### config.mk
export PLATFORM = sky130hd
export DESIGN_NAME = prpz_ctrl
export DESIGN_NICKNAME = d
export VERILOG_FILES = /design/src/hw/rtl/prpz_pkg.sv /design/src/hw/rtl/prpz_ctrl.sv
export SDC_FILE = /design/constraint.sdc
export NUM_CORES = 1
export LEC_CHECK = 0
export BUFFER_PORTS_ARGS = -buffer_cell sky130_fd_sc_hd__buf_2
export CAP_MARGIN = 40
export CORE_MARGIN = 2
export CORE_UTILIZATION = 35
export CTS_CLUSTER_DIAMETER = 120
export CTS_CLUSTER_SIZE = 12
export DETAILED_ROUTE_END_ITERATION = 8
export PLACE_DENSITY_LB_ADDON = 0.15
export SYNTH_ARGS = -nofsm -noshare
export SYNTH_HDL_FRONTEND = slang
export SYNTH_SLANG_ARGS = --single-unit
export TNS_END_PERCENT = 5
### constraint.sdc
create_clock -name clk_i -period 1.49 [get_ports clk_i]
set_input_delay 0.2235 -clock clk_i [delete_from_list [all_inputs] [get_ports clk_i]]
set_output_delay 0.2235 -clock clk_i [all_outputs]
set_load 0.005 [all_outputs]
### src/hw/rtl/prpz_pkg.sv
// ----------------------------------------------------------------------------
// prpz_pkg
// Shared types and constants for the point rotate, project and z-buffer block.
// ----------------------------------------------------------------------------
`default_nettype none

package prpz_pkg;

  // input beat: plot a point or read and clear a cell
  typedef struct packed {
    logic              cmd;
    logic signed [7:0] point_i;
    logic signed [7:0] point_j;
    logic signed [7:0] point_k;
    logic [7:0]        glyph;
    logic [12:0]       cell_index;
  } in_item_t;

  // output beat: glyph read from a cell
  typedef struct packed {
    logic [7:0]  cell_glyph;
    logic [12:0] cell_index_echo;
  } out_item_t;

  // configuration register indexes
  localparam int CFG_IDX_W  = 3;
  localparam int CFG_DATA_W = 16;
  localparam logic [CFG_IDX_W-1:0] REG_COS_A      = 3'd0;
  localparam logic [CFG_IDX_W-1:0] REG_SIN_A      = 3'd1;
  localparam logic [CFG_IDX_W-1:0] REG_COS_B      = 3'd2;
  localparam logic [CFG_IDX_W-1:0] REG_SIN_B      = 3'd3;
  localparam logic [CFG_IDX_W-1:0] REG_COS_C      = 3'd4;
  localparam logic [CFG_IDX_W-1:0] REG_SIN_C      = 3'd5;
  localparam logic [CFG_IDX_W-1:0] REG_CAM_DIST   = 3'd6;
  localparam logic [CFG_IDX_W-1:0] REG_PROJ_SCALE = 3'd7;

  // background values
  localparam logic [7:0]  BLANK_GLYPH = 8'd32;
  localparam logic [15:0] FAR_DEPTH   = 16'hFFFF;

  // sequencing of the shared multiplier and the dividers
  localparam int STEP_W     = 5;
  localparam logic [STEP_W-1:0] CALC_LAST = 5'd23;
  localparam logic [STEP_W-1:0] IDX_FIRST = 5'd24;
  localparam logic [STEP_W-1:0] IDX_LAST  = 5'd27;
  localparam int NUM_W      = 52;
  localparam int DIV_STEPS  = NUM_W - 1;
  localparam int DIV_CNT_W  = 6;

  // controller to datapath commands
  typedef struct packed {
    logic              take_item;
    logic              calc;
    logic [STEP_W-1:0] step;
    logic              div_init;
    logic              div_step;
    logic              div_fix;
    logic              clr;
    logic              rd_cell;
    logic              rd_plot;
    logic              wr_blank;
    logic              wr_plot;
    logic              out_load;
  } dp_cmd_t;

  // datapath status back to the controller
  typedef struct packed {
    logic z_pos;
    logic idx_ok;
    logic cell_ok;
    logic nearer;
    logic clr_last;
    logic out_free;
  } dp_sts_t;

endpackage

`default_nettype wire

### src/hw/rtl/prpz_ctrl.sv
// ----------------------------------------------------------------------------
// prpz_ctrl
// Sequencer: clearing pass, multiply steps, divide, index and z-buffer access.
// ----------------------------------------------------------------------------
`default_nettype none

module prpz_ctrl import prpz_pkg::*; (
  input  wire logic clk_i,
  input  wire logic rst_ni,
  input  wire logic in_valid_i,
  input  wire logic in_read_i,
  output logic      in_stall_o,
  output dp_cmd_t   cmd_o,
  input  dp_sts_t   sts_i
);

  typedef enum logic [3:0] {
    ST_CLEAR, ST_IDLE, ST_CALC, ST_DIVI, ST_DIV, ST_FIX, ST_INDEX,
    ST_PLOT_RD, ST_PLOT_WR, ST_CELL_RD, ST_CELL_OUT
  } state_e;

  state_e                state_q;
  logic [STEP_W-1:0]     step_q;
  logic [DIV_CNT_W-1:0]  div_cnt_q;

  // command decode
  always_comb begin
    cmd_o      = '0;
    cmd_o.step = step_q;
    in_stall_o = (state_q != ST_IDLE);
    case (state_q)
      ST_CLEAR:    cmd_o.clr = 1'b1;
      ST_IDLE:     cmd_o.take_item = in_valid_i;
      ST_CALC:     cmd_o.calc = 1'b1;
      ST_DIVI:     cmd_o.div_init = sts_i.z_pos;
      ST_DIV:      cmd_o.div_step = 1'b1;
      ST_FIX:      cmd_o.div_fix = 1'b1;
      ST_INDEX:    cmd_o.calc = 1'b1;
      ST_PLOT_RD:  cmd_o.rd_plot = sts_i.idx_ok;
      ST_PLOT_WR:  cmd_o.wr_plot = sts_i.nearer;
      ST_CELL_RD:  cmd_o.rd_cell = sts_i.cell_ok;
      ST_CELL_OUT: begin
        cmd_o.out_load = sts_i.out_free;
        cmd_o.wr_blank = sts_i.out_free & sts_i.cell_ok;
      end
      default:     cmd_o = '0;
    endcase
  end

  // state and counters
  always_ff @(posedge clk_i or negedge rst_ni) begin
    if (!rst_ni) begin
      state_q   <= ST_CLEAR;
      step_q    <= '0;
      div_cnt_q <= '0;
    end else begin
      case (state_q)
        ST_CLEAR: begin
          if (sts_i.clr_last) state_q <= ST_IDLE;
        end
        ST_IDLE: begin
          step_q <= '0;
          if (in_valid_i) state_q <= in_read_i ? ST_CELL_RD : ST_CALC;
        end
        ST_CALC: begin
          step_q <= step_q + 1'b1;
          if (step_q == CALC_LAST) state_q <= ST_DIVI;
        end
        ST_DIVI: begin
          div_cnt_q <= '0;
          state_q   <= sts_i.z_pos ? ST_DIV : ST_IDLE;
        end
        ST_DIV: begin
          div_cnt_q <= div_cnt_q + 1'b1;
          if (div_cnt_q == DIV_CNT_W'(DIV_STEPS - 1)) state_q <= ST_FIX;
        end
        ST_FIX: begin
          step_q  <= IDX_FIRST;
          state_q <= ST_INDEX;
        end
        ST_INDEX: begin
          step_q <= step_q + 1'b1;
          if (step_q == IDX_LAST) state_q <= ST_PLOT_RD;
        end
        ST_PLOT_RD:  state_q <= sts_i.idx_ok ? ST_PLOT_WR : ST_IDLE;
        ST_PLOT_WR:  state_q <= ST_IDLE;
        ST_CELL_RD:  state_q <= ST_CELL_OUT;
        ST_CELL_OUT: begin
          if (sts_i.out_free) state_q <= ST_IDLE;
        end
        default:     state_q <= ST_IDLE;
      endcase
    end
  end

endmodule

`default_nettype wire

After elaboration in Yosys (flattened, before gate mapping) --
Cells that the tools add are included.
Storage, ports and cells: register bits after elaboration 15, input bits 10, output and inout bits 17
Cells by class: reductions and logical operators 6, eq/ne operators 20, muxes and demuxes 24, bitwise logic cells 1, $add $sub $neg 2
Operators with widths (number):
- $pmux W4 S10 | 1
- $mux W4 | 8
- $eq A4 B3 Y1 const B | 4
- $pmux W5 S3 | 1
- $eq A4 B4 Y1 const B | 3
- $ne A2 B2 Y1 const B | 6
- $pmux W6 S2 | 1
- $mux W1 | 11
- $reduce_or A11 Y1 | 1
- $eq A5 B5 Y1 const B | 2
- $eq A4 B2 Y1 const B | 2
- $add A6 B1 Y6 const B | 1
- $eq A6 B6 Y1 const B | 1
- $reduce_and A6 Y1 | 1
- $add A5 B1 Y5 const B | 1
- $mux W5 | 1
- $eq A4 B1 Y1 const B | 1
- $logic_not A4 Y1 | 1
- $ne A4 B1 Y1 const B | 1
- $mux W3 | 1
- $reduce_bool A3 Y1 | 1
- $reduce_bool A2 Y1 | 1
- $reduce_or A2 Y1 | 1
- $and A1 B1 Y1 | 1

Logic depth before layout (Yosys ltp) --
depth after elaboration 3, depth in mapped cells 6, depth with buffers taken out 6

Worst setup path after synthesis --
No wires, ideal clock.
kind register to register, from register state_q[1], to register div_cnt_q[2], arrival 1.411 ns, setup time 0.123 ns, slack -0.044 ns, buffers on the path 1, cell stages (with the launch flop) 7, clock period less this slack 1.534 ns, data required time 1.367 ns, path through dfrtp_1 buf_6 or4b_4 inv_2 a21oi_1 o21ai_1 o21ai_1
On the way: longest elaborated chain between the ends 2, elaborated cells between the ends (all ways) 4
Ends and longest elaborated chain:
- from (decl) | RTL line prpz_ctrl.sv:22 | state_e state_q;
- from (signal assigned) | RTL line prpz_ctrl.sv:63 | if (in_valid_i) state_q <= in_read_i ? ST_CELL_RD : ST_CALC;
- from (signal assigned) | RTL line prpz_ctrl.sv:71 | state_q <= sts_i.z_pos ? ST_DIV : ST_IDLE;
- from (signal assigned) | RTL line prpz_ctrl.sv:85 | ST_PLOT_RD: state_q <= sts_i.idx_ok ? ST_PLOT_WR : ST_IDLE;
- $eq A4 B3 Y1 or $eq A4 B2 Y1 (tied branches) | RTL line prpz_ctrl.sv:57 | case (state_q)
- $pmux W6 S2 or $reduce_bool A2 Y1 (tied branches)
- to (signal assigned) | RTL line prpz_ctrl.sv:74 | div_cnt_q <= div_cnt_q + 1'b1;
- to (decl) | RTL line prpz_ctrl.sv:24 | logic [DIV_CNT_W-1:0] div_cnt_q;
Several ways; a longest one is shown, not always the timed one. A chain may end at the register's enable or synchronous reset.

==> results.tsv <==
metric	value	unit
wirelength	3190	µm
die_height	58.7	µm
grt_antenna_before_repair	0	
netlist_instances	133	
synth_enable_flop_cells	0	
drive_gt1_frac	0.465	
path_class	reg -> out	
cts_buffers	3	
grt_pass1_vias	1153	
yosysSeqAreaShare	0.358	
arrival	1510	ps
synth_seq_cells	15	
slowest_stage	or4b_4	
n_antenna_cell	0	
worstMarginPinSlew	392	ps
place_congestion	0.840	
start_kind	flop	
pwr-share-clk	0.077	
async_flop_share	1.00	
wl_per_cell	14.8	µm
grt_max_degree	16	
multi_input_area	706	µm²
ctsLongestPathBuffers	2	
max_freq	578	MHz
path_buf_inv	2	
cts_tree	yes	
synth_nets	146	
fin_crit	1730	ps
cap_violations	0	
clk_pin_slew_worst_paths	110	ps
synthTopCellsByArea	dfrtp_1 36%, o21ai_0 6.2%, nor2_1 5.0%, a21oi_1 4.8%, nand2_1 4.7%	
finalHoldViolCount	0	
min_path_type	in -> reg	
initial_utilization	0.373	
slowest_delay	580	ps
min_period_over_period	1.16	
synthFlopType	dfrtp_1	
relSlewSlack	0.735	
combPwrFrac	0.690	
worst_ep_required_time	1270	ps
cts-root-buf	clkbuf_4	
nets	199	
fin_ws	-241	ps
rsz0062_at_grt	yes	
crit_path_max_fanout	4	
final.setup.tns	-3410	ps
insertion_delay	290	ps
cp-end-kind	primary output	
final_util	0.566	
synthTopCellsByCount	15 x dfrtp_1, 14 x nor2_1, 13 x nand2_1, 13 x o21ai_0, 10 x a21oi_1	
switchingPower	1.35	mW
placementRows	19	
r2r_slack	-130	ps
die_w	58.7	µm
cts_sinks	15	
final_area	0.00159	mm²
first_iter_violations	47	
htreeDepth	1	
drcViolationCount	1	
via_per_inst	5.51	
dpl_cell_area	0.00134	mm²
dp_hpwl	2090	µm
cp_top_family	simple AND/OR/NAND/NOR gates	
p_int	1.78	mW
crit_chain	or4b_4 -> inv_4 -> buf_2	
power_density	1970	mW/mm²
grt_pass1_wl	4930	µm
synth_area_leader_cell	dfrtp_1	
synthDistinctLibCells	36	
leakage	0.764	nW
finalSetupViolCount	24	
core	0.00281	mm²
synth.most_common_cell	dfrtp_1	
nFillCells	259	
syn_avg_cell_area	7.87	µm²
yosysWarnings	0	
seqPwrFrac	0.233	
io-pin-count	27	
syn_area	0.00105	mm²
drv_slew	0	
drtPass1Iterations	6	
register_area	379	µm²
outcome	finished with violations	
dieArea	0.00345	mm²
vias	1190	
port_buffers	26	
totalPowerFinal	3.13	mW
grt.overflow.total	0	
yosysTopAreaCellShare	0.358	
ant_nets	0	
p_sw_frac	0.432	
syn_to_final_growth	51.6	%
track_usage	0.188	
violations	DRC, setup timing	
peakVddDrop	0.000888	V
finClkSkew	15.0	ps
## cell families (layout without fill, tap and decap cells)
| group | Yosys count | after routing | share of synthesized area |
|---|---|---|---|
| AOI/OAI and AO/OA | 38 | 38 | 0.207 |
| adders and majority gates | 3 | 3 | 0.0358 |
| DFF | 15 | 15 | 0.358 |
| buffers and inverters | 13 | 65 | 0.0538 |
| muxes | 3 | 3 | 0.0287 |
| and+or+nand+nor | 61 | 61 | 0.317 |
## worst paths after layout
path / from / to / cells past startpoint
max: state_q[1]$_DFFE_PN0P_ / cmd_o[7] / 3
min: sts_i[0] / state_q[1]$_DFFE_PN0P_ / 4
max reg2reg: state_q[1]$_DFFE_PN0P_ / div_cnt_q[4]$_DFFE_PN0P_ / 6
min reg2reg: div_cnt_q[5]$_DFFE_PN0P_ / div_cnt_q[5]$_DFFE_PN0P_ / 1
max in group asynchronous: rst_ni / state_q[1]$_DFFE_PN0P_ / 2
min in group asynchronous: rst_ni / div_cnt_q[3]$_DFFE_PN0P_ / 2
## per-stage QoR
| stage | hold slack (ps) | worst slack, ps | cells |
|---|---|---|---|
| after floorplan | -72.1 | -10.6 | 133 |
| after global routing | 249 | -277 | 216 |
| after detailed placement | 148 | 6.02 | 203 |
| after CTS | 233 | -205 | 212 |
| final | 241 | -241 | 216 |
| after global placement | 146 | 24.1 | 203 |
## tightest hold or removal path, stage by stage
cell and delay (ps):
buf_2 100, o21ai_0 70, nand2_1 60, nand2_1 50
## power by group through the flow
stage                     clock, mW  combinational (mW)  sequential (mW)
final                         0.242                2.16            0.727
after global routing          0.260                2.36            0.753
after CTS                     0.242                1.91            0.713
after detailed placement          0                1.59            0.695
after global placement            0                1.57            0.685
after floorplan                   0               0.916            0.647
## cell type report
cell class	count	share of cell area
tap	31	0.0244
timing repair buffer	55	0.259
sequential	15	0.239
clock inverter	1	0.00315
multi-input combinational	105	0.444
clock buffer	3	0.0142
inverter	6	0.0158
## flip-flops by register name (all words and copies together) (netlist names)
name       flops
div_cnt_q      6
step_q         5
state_q        4
## routing by layer
metal,GRT usage,vias to the layer above,part of all wire
met1,0.219,560,0.41
met5,0,-,0
li1,-,583,-
met3,0.0418,10,0.045
met2,0.321,37,0.52
met4,0.101,0,0.027
## cell usage in the layout, fill, tap and decap left out, drive strengths merged
master        n
buf          53
o21ai        17
dfrtp        15
nor2         15
nand2        13
a21oi        10
and2          7
and3          6
nand3         6
inv           6
clkbuf        4
o22ai         3
mux2i         3
ha            3
nor3          3
and4b         2
nor2b         2
nand2b        2
or4b          1
o32ai         1
or2           1
a31oi         1
nand4b        1
o31ai         1
o311ai        1
a211oi        1
nor3b         1
a22oi         1
o211ai        1
nand4         1
o2bb2ai       1
clkinv        1
dlygate4sd3   1
## repair_timing
action / 4_1_cts / 5_1_grt
gates resized for setup: 31 / 12
endpoints found under the setup margin: 17 / 27
cloned: 0 / 1
hold buffers: 1 / 0
pin swaps: 9 / 2
buffers inserted: 4 / 3
hold endpoints to repair: 15 / 0
Note: power is estimated with default switching activity, not from simulation.
